==> src/hdl/fpc_pkg.sv <==
package fpc_pkg;

    localparam int DATA_W   = 32;
    localparam int FRAC_W   = 16;
    localparam int WEIGHT_W = 16;
    localparam int SMOOTH_W = WEIGHT_W + 1;
    localparam int LIMIT_W  = DATA_W - 1;

    // Multiplier operands carry one extra bit so that unsigned elapsed times
    // and error differences fit as signed values.
    localparam int OPND_W  = DATA_W + 1;
    localparam int PROD_W  = 2 * OPND_W;
    localparam int SHIFT_MIN = (FRAC_W < WEIGHT_W) ? FRAC_W : WEIGHT_W;
    localparam int ACC_W   = PROD_W - SHIFT_MIN + 1;

    // Serial divider: magnitude of the error difference scaled up by FRAC_W.
    localparam int NUM_W = OPND_W + FRAC_W;
    localparam int CNT_W = $clog2(NUM_W + 1);

    localparam int CFG_IDX_W = 3;
    localparam logic [CFG_IDX_W-1:0] REG_GAIN_P   = 3'd0;
    localparam logic [CFG_IDX_W-1:0] REG_GAIN_I   = 3'd1;
    localparam logic [CFG_IDX_W-1:0] REG_GAIN_D   = 3'd2;
    localparam logic [CFG_IDX_W-1:0] REG_SMOOTH_P = 3'd3;
    localparam logic [CFG_IDX_W-1:0] REG_SMOOTH_D = 3'd4;
    localparam logic [CFG_IDX_W-1:0] REG_LIMIT    = 3'd5;

    localparam logic [SMOOTH_W-1:0] WEIGHT_ONE = {1'b1, {WEIGHT_W{1'b0}}};

    // A step is skipped when 10 * elapsed < 2^FRAC_W, i.e. elapsed < ceil(2^FRAC_W / 10).
    localparam logic [DATA_W-1:0] SKIP_LIMIT = DATA_W'(((1 << FRAC_W) + 9) / 10);

    localparam logic signed [ACC_W-1:0] ACC_MAX =
        {{(ACC_W - DATA_W + 1){1'b0}}, {(DATA_W - 1){1'b1}}};
    localparam logic signed [ACC_W-1:0] ACC_MIN = ~ACC_MAX;

    typedef struct packed {
        logic signed [DATA_W-1:0] target;
        logic signed [DATA_W-1:0] measured;
        logic        [DATA_W-1:0] elapsed;
    } pid_in_t;

    typedef struct packed {
        logic signed [DATA_W-1:0] drive;
        logic signed [DATA_W-1:0] prop_term;
        logic signed [DATA_W-1:0] integ_term;
        logic signed [DATA_W-1:0] deriv_term;
        logic                     skipped;
    } pid_out_t;

    typedef struct packed {
        logic                     load;
        logic signed [OPND_W-1:0] a;
        logic signed [OPND_W-1:0] b;
    } mul_req_t;

    typedef struct packed {
        logic                     start;
        logic signed [OPND_W-1:0] diff;
        logic        [DATA_W-1:0] divisor;
    } div_req_t;

    typedef struct packed {
        logic                     done;
        logic signed [DATA_W-1:0] quot;
    } div_rsp_t;

    function automatic logic signed [DATA_W-1:0] sat_acc(input logic signed [ACC_W-1:0] v);
        if (v > ACC_MAX) begin
            return {1'b0, {(DATA_W - 1){1'b1}}};
        end else if (v < ACC_MIN) begin
            return {1'b1, {(DATA_W - 1){1'b0}}};
        end else begin
            return v[DATA_W-1:0];
        end
    endfunction

endpackage

==> src/hdl/fpc_mul.sv <==
module fpc_mul (
    input  logic                                   aclk,
    input  fpc_pkg::mul_req_t                      req,
    output logic signed [fpc_pkg::PROD_W-1:0]      prod
);

    logic signed [fpc_pkg::OPND_W-1:0] a_reg;
    logic signed [fpc_pkg::OPND_W-1:0] b_reg;
    logic signed [fpc_pkg::PROD_W-1:0] prod_reg;

    // Operands are registered on load, and the product is registered from them in the following cycle.
    always_ff @(posedge aclk) begin
        if (req.load) begin
            a_reg <= req.a;
            b_reg <= req.b;
        end
        prod_reg <= a_reg * b_reg;
    end

    assign prod = prod_reg;

endmodule

==> config.mk <==
export PLATFORM = sky130hd
export DESIGN_NAME = fpc_mul
export DESIGN_NICKNAME = d
export VERILOG_FILES = /design/src/hdl/fpc_pkg.sv /design/src/hdl/fpc_mul.sv
export SDC_FILE = /design/constraint.sdc
export NUM_CORES = 2
export LEC_CHECK = 0
export ABC_CLOCK_PERIOD_IN_PS = 9400
export BUFFER_PORTS_ARGS = -buffer_cell sky130_fd_sc_hd__clkbuf_2
export CORE_ASPECT_RATIO = 0.8
export CORE_MARGIN = 1
export CORE_UTILIZATION = 45
export CTS_CLUSTER_DIAMETER = 80
export CTS_CLUSTER_SIZE = 8
export DETAILED_ROUTE_END_ITERATION = 16
export GPL_TIMING_DRIVEN = 0
export RECOVER_POWER = 50
export SYNTH_ARGS = -nofsm -noshare
export SYNTH_HDL_FRONTEND = slang
export SYNTH_SLANG_ARGS = --single-unit
==> constraint.sdc <==
create_clock -name aclk -period 9.4 [get_ports aclk]
set_input_delay 1.88 -clock aclk [delete_from_list [all_inputs] [get_ports aclk]]
set_output_delay 1.88 -clock aclk [all_outputs]
set_load 0.005 [all_outputs]
==> summary.txt <==
hpwl dp: 136000 um
Post-CTS Hold Buffers: 0
max reg flops: 66
clock root buffer: clkbuf_16
final cell count without fillers: 5821
Congestion Overflow GR: 0
H-Tree Level Count: 4
count of state elements after synthesis: 132
Final Hold Fails: 0
Area Overhead vs Synth: 7.57%
prevailing post-synth register cell: edfxtp_1
vias: 31.4k
share of cells above drive strength 1: 7.12%
Wirelength per Cell: 27.5 um
worst endpoint required time: 9.78 ns
largest net degree at the start of global routing: 37
vias in the first global route: 32.8k
worst hold path type: flop to flop
Die Width: 345 um
Hold Path End: prod[0]
worst-path fanout max: 10
worst reg2reg path depth: 23
Clock Path Buffers: 2
via density per instance: 5.39
Worst Tran Pin Value: 2.32 ns
initial antenna violation count: 9
Worst Hold Launch: a_reg[0]
Mapped Avg Cell Area: 9.63 um^2
mapped cell area: 42500 um^2
Max Clk Rate: 107 MHz
Core Region: 93200 um^2
FP Rows: 100
TNS Setup: 0 ns
DR iter-0 viols: 3104
Setup Viol. Count Final: 0
Worst-Skew Late Latency: 0.54 ns
die area: 95600 um^2
# clock sinks: 132
Port-buffer cells: 133
status: complete, but fails checks
critical path arrival: 9.75 ns
failing checks: capacitance limit, slew limit
WL final: 160000 um
Post-Synthesis Net Count: 5843
Hold Crit Depth: 1
RR Endpoint: prod[64]
MaxCap Viol Count: 2
CTS clk-pin slew, worst paths: 0.09 ns
Die H: 277 um
number of synthesized flops with an enable pin: 66
RePlAce Congestion: 1.05
Post-DRT Antenna Nets: 0
nets@finish: 6009
period utilisation layout: 99.7%
r2r setup slk: 0.03 ns
slew margin rel.: -54.6%
1st-pass router iterations: 6
placed insts: 5771
synth unique cells: 56
Ports: 134
Global Route Usage Sum: 35.1%
Final min period: 9.37 ns
skew final: 0.0265 ns
Initial Utilization: 45.6%
critical path type: flop to flop
post-synthesis sequential area ratio: 7.78%
async set-reset flop share out of synthesis: 0%
Ys Warns: 0
max-slew violation count: 69
CTS tree: done
Worst Setup End Kind: flop
RR Startpoint: b_reg[30]
first-pass GRT wire length: 235000 um
DRC viols: 0
CP Launch Type: flop
Synth Instances: 4413
Num CTS Buffers: 17
==> per-layer routing <==
metal | track usage, % | up-vias | share of wire (%)
li1 | - | 13000 | -
met1 | 52.5 | 16200 | 43
met2 | 44.6 | 1984 | 38
met3 | 16.9 | 201 | 17
met4 | 8.94 | 0 | 2.6
met5 | 0 | - | 0
==> critical path, cell delays in order (launching register included) <==
cell and delay [ns]:
edfxtp_1 0.79, clkbuf_2 0.57, and2_1 0.24, fa_1 0.44, fa_1 0.52, fa_1 0.42
fa_1 0.77, fa_1 0.64, fa_1 0.52, fa_1 0.51, inv_1 0.05, fa_1 0.49
inv_1 0.04, ha_1 0.25, clkbuf_1 0.21, a21o_1 0.22, a21o_1 0.16, a221oi_1 0.37
o21ai_0 0.31, a211oi_4 0.43, a211o_1 0.35, o31a_1 0.32, mux2i_1 0.11, a2111oi_0 0.45
==> worst max-delay path by stage <==
stage | start | endpoint | cells after the start
floorplan | a_reg[32] | prod[64] | 24
global placement | b_reg[32] | prod[62] | 24
detailed placement | b_reg[32] | prod[64] | 24
CTS | b_reg[29] | prod[64] | 24
global route | a_reg[20] | prod[64] | 26
finish | b_reg[30] | prod[64] | 23
==> Yosys cell counts, types with 15 or more instances <==
master	number	area, um^2
a21o_1	27	203
nand2_1	550	2060
nand3_1	22	110
and2_1	561	3510
nor3_1	16	80.1
fa_1	1145	22900
edfxtp_1	66	1980
xor2_1	15	131
dfxtp_1	66	1320
a21oi_1	68	340
clkbuf_1	224	841
ha_1	217	2720
nor2_1	53	199
inv_1	1138	4270
o21ai_0	40	200
xnor2_1	54	473
==> cells in the final DEF (no fill, tap or decap), types with 7 or more instances in the layout <==
cell type  netlist  routed
clkbuf_2         0     252
nor2_1          53      53
clkbuf_16        0      18
xnor2_1         54      54
clkbuf_1       224      94
and3_1          10      10
a31oi_1          8       8
dfxtp_1         66      66
nand4_1         13      13
nand2_1        550     550
and2_1         561     560
o21ai_0         40      38
ha_1           217     217
inv_1         1138    1138
xor2_1          15      15
edfxtp_1        66      66
a21o_1          27      27
o21a_1           8       8
fa_1          1145    1141
a21oi_1         68      67
nand3_1         22      22
nor3_1          16      16
buf_4            0      11
o211ai_1         9       9
o21bai_1         9       9
buf_2            2       7
nor2b_1         12      12
a211oi_1         9       8
nand2b_1        11      11
==> through the flow <==
step           utilization, %  instance area (um^2)  hold WS [ns]  worst slack [ns]
2_1_floorplan               -                 42500         0.521              1.74
3_3_place_gp             47.9                 44700         0.815            -0.866
3_5_place_dp             47.9                 44700         0.822            -0.776
4_1_cts                  48.7                 45400         0.814           0.00249
5_1_grt                  49.0                 45700         0.826           -0.0118
6_report                 49.0                 45700         0.803            0.0299
==> layout make-up <==
| type | count | area (um^2) |
|---|---|---|
| antenna | 5 | 12.5 |
| buffer | 224 | 1010 |
| clock buffer | 19 | 464 |
| clock inverter | 13 | 135 |
| fill | 8893 | 47500 |
| inverter | 1138 | 4270 |
| multi-input combinational | 2916 | 34100 |
| sequential | 132 | 3300 |
| tap | 1224 | 1530 |
| timing repair buffer | 150 | 850 |
==> timing repair <==
item / CTS / global route
buffers inserted: 0 / 16
endpoints found under the setup margin: 14 / 15
pin swaps: 0 / 0
gates resized for setup: 51 / 231
hold endpoints to repair: 0 / 0
==> logic make-up (layout without fill, tap and decap cells) <==
group	after synthesis	after routing	synth area share (%)
buffers and inverters	1365	1544	12.1
adder cells (fa/ha/maj)	1362	1362	60.4
AND/OR/NAND/NOR	1266	1266	15.0
AO/OA/AOI/OAI	216	216	3.28
flip-flops	132	132	7.78
XOR/XNOR	69	69	1.42
multiplexers	3	3	0.0707
other	0	5	0
Power is not shown: default switching activity piles up to over one toggle a cycle in this logic, so the estimate is an artifact.
