### config.mk
export PLATFORM = sky130hd
export DESIGN_NAME = fpc_div
export DESIGN_NICKNAME = d
export VERILOG_FILES = /design/src/hdl/fpc_pkg.sv /design/src/hdl/fpc_div.sv
export SDC_FILE = /design/constraint.sdc
export NUM_CORES = 1
export LEC_CHECK = 0
export ABC_AREA = 1
export CORE_MARGIN = 2
export CORE_UTILIZATION = 56
export DETAILED_ROUTE_END_ITERATION = 10
export DONT_BUFFER_PORTS = 1
export PLACE_DENSITY = 0.71
export SLEW_MARGIN = 5
export SYNTH_ARGS = -nofsm -noshare
export SYNTH_HDL_FRONTEND = slang
export SYNTH_SLANG_ARGS = --single-unit
### constraint.sdc
create_clock -name aclk -period 4 [get_ports aclk]
set_input_delay 0.6 -clock aclk [delete_from_list [all_inputs] [get_ports aclk]]
set_output_delay 0.6 -clock aclk [all_outputs]
set_load 0.005 [all_outputs]
### src/hdl/fpc_pkg.sv
package fpc_pkg;

    localparam int DATA_W   = 32;
    localparam int FRAC_W   = 16;
    localparam int WEIGHT_W = 16;
    localparam int SMOOTH_W = WEIGHT_W + 1;
    localparam int LIMIT_W  = DATA_W - 1;

    // Multiplier operands carry one extra bit so that unsigned elapsed times
    // and error differences fit as signed values.
    localparam int OPND_W  = DATA_W + 1;
    localparam int PROD_W  = 2 * OPND_W;
    localparam int SHIFT_MIN = (FRAC_W < WEIGHT_W) ? FRAC_W : WEIGHT_W;
    localparam int ACC_W   = PROD_W - SHIFT_MIN + 1;

    // Serial divider: magnitude of the error difference scaled up by FRAC_W.
    localparam int NUM_W = OPND_W + FRAC_W;
    localparam int CNT_W = $clog2(NUM_W + 1);

    localparam int CFG_IDX_W = 3;
    localparam logic [CFG_IDX_W-1:0] REG_GAIN_P   = 3'd0;
    localparam logic [CFG_IDX_W-1:0] REG_GAIN_I   = 3'd1;
    localparam logic [CFG_IDX_W-1:0] REG_GAIN_D   = 3'd2;
    localparam logic [CFG_IDX_W-1:0] REG_SMOOTH_P = 3'd3;
    localparam logic [CFG_IDX_W-1:0] REG_SMOOTH_D = 3'd4;
    localparam logic [CFG_IDX_W-1:0] REG_LIMIT    = 3'd5;

    localparam logic [SMOOTH_W-1:0] WEIGHT_ONE = {1'b1, {WEIGHT_W{1'b0}}};

    // A step is skipped when 10 * elapsed < 2^FRAC_W, i.e. elapsed < ceil(2^FRAC_W / 10).
    localparam logic [DATA_W-1:0] SKIP_LIMIT = DATA_W'(((1 << FRAC_W) + 9) / 10);

    localparam logic signed [ACC_W-1:0] ACC_MAX =
        {{(ACC_W - DATA_W + 1){1'b0}}, {(DATA_W - 1){1'b1}}};
    localparam logic signed [ACC_W-1:0] ACC_MIN = ~ACC_MAX;

    typedef struct packed {
        logic signed [DATA_W-1:0] target;
        logic signed [DATA_W-1:0] measured;
        logic        [DATA_W-1:0] elapsed;
    } pid_in_t;

    typedef struct packed {
        logic signed [DATA_W-1:0] drive;
        logic signed [DATA_W-1:0] prop_term;
        logic signed [DATA_W-1:0] integ_term;
        logic signed [DATA_W-1:0] deriv_term;
        logic                     skipped;
    } pid_out_t;

    typedef struct packed {
        logic                     load;
        logic signed [OPND_W-1:0] a;
        logic signed [OPND_W-1:0] b;
    } mul_req_t;

    typedef struct packed {
        logic                     start;
        logic signed [OPND_W-1:0] diff;
        logic        [DATA_W-1:0] divisor;
    } div_req_t;

    typedef struct packed {
        logic                     done;
        logic signed [DATA_W-1:0] quot;
    } div_rsp_t;

    function automatic logic signed [DATA_W-1:0] sat_acc(input logic signed [ACC_W-1:0] v);
        if (v > ACC_MAX) begin
            return {1'b0, {(DATA_W - 1){1'b1}}};
        end else if (v < ACC_MIN) begin
            return {1'b1, {(DATA_W - 1){1'b0}}};
        end else begin
            return v[DATA_W-1:0];
        end
    endfunction

endpackage

### src/hdl/fpc_div.sv
module fpc_div (
    input  logic              aclk,
    input  logic              aresetn,
    input  fpc_pkg::div_req_t req,
    output fpc_pkg::div_rsp_t rsp
);

    localparam int DW    = fpc_pkg::DATA_W;
    localparam int OW    = fpc_pkg::OPND_W;
    localparam int FW    = fpc_pkg::FRAC_W;
    localparam int NW    = fpc_pkg::NUM_W;
    localparam int CW    = fpc_pkg::CNT_W;

    localparam logic [NW-1:0] POS_MAX = {{(NW - DW + 1){1'b0}}, {(DW - 1){1'b1}}};
    localparam logic [NW-1:0] NEG_MAG = POS_MAX + 1'b1;

    logic                 abs_reg;
    logic                 busy_reg;
    logic                 done_reg;
    logic [CW-1:0]        cnt_reg;
    logic signed [OW-1:0] diff_reg;
    logic [DW-1:0]        den_reg;
    logic                 neg_reg;
    logic [NW-1:0]        num_reg;
    logic [DW-1:0]        rem_reg;

    logic [OW-1:0] mag;
    logic [DW:0]   rem_shift;
    logic [DW:0]   trial;
    logic          qbit;
    logic [NW-1:0] neg_quot;

    assign mag       = diff_reg[OW-1] ? -diff_reg : diff_reg;
    assign rem_shift = {rem_reg, num_reg[NW-1]};
    assign trial     = rem_shift - {1'b0, den_reg};
    assign qbit      = !trial[DW];
    assign neg_quot  = -num_reg;

    always_ff @(posedge aclk) begin
        if (!aresetn) begin
            abs_reg  <= 1'b0;
            busy_reg <= 1'b0;
            done_reg <= 1'b0;
            cnt_reg  <= '0;
        end else if (req.start) begin
            abs_reg  <= 1'b1;
            busy_reg <= 1'b0;
            done_reg <= 1'b0;
        end else if (abs_reg) begin
            abs_reg  <= 1'b0;
            busy_reg <= 1'b1;
            cnt_reg  <= CW'(NW);
        end else if (busy_reg) begin
            cnt_reg <= cnt_reg - 1'b1;
            if (cnt_reg == CW'(1)) begin
                busy_reg <= 1'b0;
                done_reg <= 1'b1;
            end
        end
    end

    // Restoring division on magnitudes, one quotient bit per cycle. The
    // numerator bits shift out at the top while quotient bits enter below.
    always_ff @(posedge aclk) begin
        if (req.start) begin
            diff_reg <= req.diff;
            den_reg  <= req.divisor;
        end else if (abs_reg) begin
            neg_reg <= diff_reg[OW-1];
            num_reg <= {mag, {FW{1'b0}}};
            rem_reg <= '0;
        end else if (busy_reg) begin
            rem_reg <= qbit ? trial[DW-1:0] : rem_shift[DW-1:0];
            num_reg <= {num_reg[NW-2:0], qbit};
        end
    end

    always_comb begin
        rsp.done = done_reg;
        if (neg_reg) begin
            rsp.quot = (num_reg > NEG_MAG) ? {1'b1, {(DW - 1){1'b0}}} : neg_quot[DW-1:0];
        end else begin
            rsp.quot = (num_reg > POS_MAX) ? {1'b0, {(DW - 1){1'b1}}} : num_reg[DW-1:0];
        end
    end

endmodule

==> results of run 1 <==
synthesized netlist by cell type (2+ instances only):
| cell | count | area share, % |
|---|---|---|
| a21o_1 | 2 | 0.14 |
| a21oi_1 | 34 | 1.6 |
| a31oi_1 | 4 | 0.23 |
| and2_1 | 2 | 0.12 |
| and3_1 | 2 | 0.12 |
| buf_1 | 6 | 0.21 |
| buf_2 | 4 | 0.18 |
| buf_4 | 7 | 0.48 |
| clkbuf_1 | 14 | 0.48 |
| dfxtp_1 | 9 | 1.7 |
| edfxtp_1 | 147 | 41 |
| ha_1 | 37 | 4.3 |
| inv_1 | 250 | 8.6 |
| inv_2 | 2 | 0.069 |
| nand2_1 | 501 | 17 |
| nand2_2 | 2 | 0.12 |
| nand3_1 | 106 | 4.9 |
| nand3b_1 | 9 | 0.62 |
| nand4_1 | 42 | 2.4 |
| nor2_1 | 188 | 6.5 |
| nor2_2 | 3 | 0.17 |
| nor3_1 | 18 | 0.83 |
| nor4_1 | 3 | 0.17 |
| o211ai_1 | 2 | 0.14 |
| o21ai_0 | 43 | 2.0 |
| o21bai_1 | 3 | 0.21 |
| o31ai_1 | 4 | 0.28 |
| or2_2 | 3 | 0.17 |
| xnor2_1 | 8 | 0.65 |
| xor2_1 | 41 | 3.3 |
metrics by stage:
stage               power (mW)  cells  cell area [sq um]
floorplan                 2.74   1509              10900
global placement          2.93   1743              11100
detailed placement        2.95   1743              11100
CTS                       4.56   1775              11600
global route              4.78   1776              11700
finish                    4.55   1777              11700
worst paths after layout:
kind               start     endpoint  cells after the start
max           num_reg[0]      rsp[28]                     12
min              req[35]  diff_reg[3]                      0
max reg2reg  num_reg[48]  rem_reg[24]                     17
min reg2reg     done_reg     done_reg                      2
cells in the final DEF, fill, tap and decap left out, types with 3 or more instances in the layout:
cell type	count
edfxtp_1	147
nand4_1	42
o31ai_1	4
a31oi_1	4
nand3b_1	9
xnor2_1	8
a21oi_1	34
clkbuf_16	17
nor4_1	3
nand2_1	500
nor3_1	18
ha_1	37
inv_1	250
inv_6	4
o21ai_0	43
buf_4	6
nor2_2	3
dfxtp_1	9
or2_2	3
inv_8	5
xor2_1	41
nor2_1	188
nand3_1	106
o21bai_1	3
area by class of cell:
type / instances / area (sq um)
fill: 1741 / 7240
inverter: 253 / 950
multi-input combinational: 1068 / 5160
antenna: 2 / 5.00
clock inverter: 15 / 151
timing repair buffer: 6 / 45.0
tap: 260 / 325
sequential: 156 / 4590
clock buffer: 17 / 425
power groups by stage:
| stage | Sequential (mW) | Clock (mW) | Combinational (mW) |
|---|---|---|---|
| final | 2.00 | 1.61 | 0.934 |
| after global routing | 2.02 | 1.69 | 1.07 |
| after CTS | 2.00 | 1.64 | 0.925 |
| after detailed placement | 2.04 | 0 | 0.919 |
| after global placement | 2.03 | 0 | 0.901 |
| after floorplan | 2.02 | 0 | 0.728 |
cells by family (layout without fill, tap and decap cells):
logic type,count (synthesis),after routing,synth area share (%)
flip-flops,156,156,42.3
AND/OR/NAND/NOR,886,886,34.2
AO/OA/AOI/OAI,95,95,4.82
buffers and inverters,285,291,10.2
other,0,2,0
adder cells (fa/ha/maj),38,38,4.45
XOR/XNOR,49,49,3.95
routing by layer:
layer,wire length (microns),up-vias,track usage (%)
met2,11200,324,39.1
li1,-,4813,-
met1,12300,4252,37.3
met5,0,-,0
met4,626,0,9.70
met3,1950,50,4.46
==> results.sh, run 1 <==
export IMPL_drv_cap=0
export IMPL_p_comb_share_pct=20.5
export IMPL_fin_worst_skew_ns=0.0132
export IMPL_critPathRequiredTime_ns=3.40
export IMPL_cpPeakStageDelay_ns=0.49
export IMPL_path_buf_inv=3
export IMPL_start_util_pct=57.5
export IMPL_cts_resized=0
export IMPL_synth_net_count=1615
export IMPL_synth_edf_count=147
export IMPL_nets=1608
export IMPL_die_y_microns=143
export IMPL_post_cts_setup_buffer_count=0
export IMPL_insertion_delay_ns=0.44
export IMPL_crit_path_start_kind="flop"
export IMPL_cp_data_arrival_time_ns=2.87
export IMPL_hold_ws_ns=0.248
export IMPL_swShare_pct=32.6
export IMPL_postSynth_asyncResetShare_pct=0
export IMPL_rrSetupSlack_ns=0.82
export IMPL_crit_slowest_cell="a21oi_4"
export IMPL_root_buffer="clkbuf_16"
export IMPL_antenna_found_initial=2
export IMPL_largest_register_ff_count=49
export IMPL_holdBufCountCts=0
export IMPL_clockPowerShare_pct=35.5
export IMPL_port_buffers=0
export IMPL_coreArea_sq_um=18900
export IMPL_peakVddDrop_mv=0.304
export IMPL_ys_ff_latch=156
export IMPL_wl_per_cell_microns=14.7
export IMPL_grt_usage_pct=25.8
export IMPL_p_leak_nw=5.57
export IMPL_detailroute_via_count=9439
export IMPL_finalHoldViolCount=0
export IMPL_relSlewSlack_pct=28.9
export IMPL_status="complete, no violations"
export IMPL_seq_area_frac_synth_pct=42.3
export IMPL_dr_pass1_iters=6
export IMPL_overflow=0
export IMPL_syn_area_per_cell_sq_um=7.19
export IMPL_synth_warnings=0
export IMPL_die_w_microns=143
export IMPL_crit_chain="inv_1 > ha_1 > inv_1 > nor3_4 > inv_2 > nor2_4 > nand2_2 > nor2_2 > nand2_2 > a21oi_4 > nand2_1 > nand3_1"
export IMPL_place_ws_ns=0.814
export IMPL_p_seq_share_pct=44.0
export IMPL_synthFlopType="edfxtp_1"
export IMPL_synth_distinct_cells=43
export IMPL_area_delta_synth_final_pct=7.38
export IMPL_crit_path_end_kind="primary output"
export IMPL_p_per_area_nw_per_um2=390
export IMPL_synth_area_sq_um=10900
export IMPL_p_sw_mw=1.48
export IMPL_routed_wirelength_mm=26.1
export IMPL_grt_max_degree=73
export IMPL_maxSlewViolCount=0
export IMPL_place_gp_congestion=0.939
export IMPL_cts_tree="yes"
export IMPL_max_freq_ghz=0.288
export IMPL_dp_hpwl_mm=19.0
export IMPL_setup_viol=0
export IMPL_synthCells=1509
export IMPL_p_int_mw=3.07
export IMPL_vias_per_cell=5.31
export IMPL_grt_pass1_wl_mm=41.8
export IMPL_num_rows=50
export IMPL_timing_final_ws_setup_ns=0.525
export IMPL_cts_buffers=17
export IMPL_cpLargestDelayFamily="simple AND/OR/NAND/NOR gates"
export IMPL_timing_final_crit_share_pct=86.9
export IMPL_drt_iter0_drc=828
export IMPL_dieArea_sq_um=20500
export IMPL_grt_pass1_vias=8583
export IMPL_final_core_util_pct=61.7
export IMPL_h_tree_depth=4
export IMPL_fin_crit_ns=3.47
export IMPL_path_max_fanout=19
export IMPL_ant_nets=0
export IMPL_rsz0062_at_grt="no"
export IMPL_cts_clk_slew_worst_paths_ns=0.08
export IMPL_pin_count=101
export IMPL_hold_class="in2reg"
export IMPL_cts_path_max_buffers=2
export IMPL_cts_sinks=156
export IMPL_crit_type="reg2out"
export IMPL_drc_errors=0
export IMPL_tns_ns=0
export IMPL_final_layout_size_suffix_gt1_share_pct=3.56
export IMPL_tightest_slew_ns=1.06
Note: power is estimated with default switching activity, not from simulation.
==> run 2: changes to the inputs <==
CORE_MARGIN = 8   (was 2)
==> run 2 against run 1 <==
Count of clock-buffer cells in the layout is the same. Wire length grew 2.0%. Total power grew 2.2%. Via count grew 0.57%. Die area grew 17%. Global-route usage shrank 3.4 points. Register-to-register slack is essentially flat. Clock skew shrank 0.0026 ns. Critical path type unchanged. Flip-flop and latch count is the same. Worst setup slack gained 0.085 ns. Final area grew 0.54%. Clock power grew 7%.
==> results.sh, run 2 (synthesis gave the netlist of run 1 again) <==
export IMPL_status="complete, no violations"
export IMPL_coreArea_sq_um=19300
export IMPL_holdBufCountCts=0
export IMPL_dp_hpwl_mm=19.8
export IMPL_cts_clk_slew_worst_paths_ns=0.08
export IMPL_nets=1608
export IMPL_insertion_delay_ns=0.44
export IMPL_post_cts_setup_buffer_count=0
export IMPL_vias_per_cell=5.33
export IMPL_layout_commonest_cell="nand2_1"
export IMPL_drt_iter0_drc=932
export IMPL_dr_pass1_iters=8
export IMPL_p_leak_nw=5.60
export IMPL_crit_path_start_kind="flop"
export IMPL_die_y_microns=155
export IMPL_start_util_pct=56.3
export IMPL_root_buffer="clkbuf_16"
export IMPL_crit_type="reg2out"
export IMPL_grt_pass1_wl_mm=43.7
export IMPL_fin_crit_ns=3.39
export IMPL_num_rows=51
export IMPL_routed_wirelength_mm=26.6
export IMPL_overflow=0
export IMPL_cp_data_arrival_time_ns=2.79
export IMPL_drc_errors=0
export IMPL_place_ws_ns=0.798
export IMPL_cts_resized=0
export IMPL_p_per_area_nw_per_um2=397
export IMPL_grt_pass1_vias=8792
export IMPL_grt_usage_pct=22.4
export IMPL_antenna_found_initial=2
export IMPL_timing_final_crit_share_pct=84.8
export IMPL_fillCellCount=1777
export IMPL_ant_nets=0
export IMPL_pin_count=101
export IMPL_cts_sinks=156
export IMPL_rsz0062_at_grt="no"
export IMPL_area_delta_synth_final_pct=7.95
export IMPL_setup_viol=0
export IMPL_dieArea_sq_um=24100
export IMPL_critPathRequiredTime_ns=3.40
export IMPL_max_freq_ghz=0.295
export IMPL_peakVddDrop_mv=0.291
export IMPL_wl_per_cell_microns=14.9
export IMPL_largest_register_ff_count=49
export IMPL_place_gp_congestion=0.962
export IMPL_path_max_fanout=11
export IMPL_grt_max_degree=73
export IMPL_detailroute_via_count=9493
export IMPL_port_buffers=0
export IMPL_cts_path_max_buffers=2
export IMPL_layout_common_cells="nand2_1, inv_1, nor2_1"
export IMPL_maxSlewViolCount=0
export IMPL_crit_path_end_kind="primary output"
export IMPL_finalHoldViolCount=0
export IMPL_cts_tree="yes"
export IMPL_fin_worst_skew_ns=0.0105
export IMPL_timing_final_ws_setup_ns=0.610
export IMPL_relSlewSlack_pct=28.0
export IMPL_die_w_microns=155
export IMPL_h_tree_depth=4
export IMPL_hold_class="in2reg"
export IMPL_tns_ns=0
export IMPL_drv_cap=0
export IMPL_final_layout_size_suffix_gt1_share_pct=3.63
export IMPL_cts_buffers=17
export IMPL_tightest_slew_ns=1.08
[run 2: metal layers]
metal	vias up	routed length (microns)	global-route usage, %
met2	323	12000	35.1
met4	2	490	7.02
met3	42	1690	3.99
met5	-	13	0
li1	4805	-	-
met1	4321	12400	31.1
[run 2: worst max-delay path, stage by stage (launching register included)]
cell,delay [ns]
edfxtp_1,0.45
inv_1,0.15
ha_1,0.16
inv_1,0.06
nor3_4,0.25
inv_2,0.09
nor2_4,0.13
nand2_2,0.08
nor2_2,0.12
nand2_2,0.08
nand2_1,0.34
nor2_1,0.14
o21ai_0,0.30
[run 2: report_power, final]
part	internal [mW]	switching [mW]
combinational	0.304	0.623
clock	0.917	0.801
sequential	1.93	0.0726
total	3.15	1.50
[run 2: area by class of cell]
type	instances	area (sq um)	area share, %
antenna	1	2.50	0.0214
clock buffer	17	425	3.63
clock inverter	15	210	1.79
inverter	253	950	8.10
multi-input combinational	1068	5160	44.0
sequential	156	4590	39.2
tap	265	332	2.83
timing repair buffer	6	45.0	0.384
[run 2: worst paths after layout]
path | start | end | slack [ns] | cells after the start
setup / recovery | num_reg[0] | rsp[2] | 0.61 | 12
hold / removal | req[62] | diff_reg[30] | 0.25 | 0
setup reg to reg | num_reg[48] | rem_reg[31] | 0.82 | 17
hold reg to reg | busy_reg | busy_reg | 0.48 | 2
[run 2: through the flow]
stage | instance area (sq um) | std cells | total power [mW] | utilization [%] | hold slack, ns
after detailed placement | 11100 | 1748 | 2.96 | 57.5 | 0.469
after global routing | 11700 | 1781 | 4.89 | 60.8 | 0.235
after global placement | 11100 | 1748 | 2.93 | 57.5 | 0.462
after floorplan | 10900 | 1509 | 2.74 | - | 0.424
final | 11700 | 1781 | 4.65 | 60.8 | 0.252
after CTS | 11700 | 1780 | 4.67 | 60.8 | 0.240
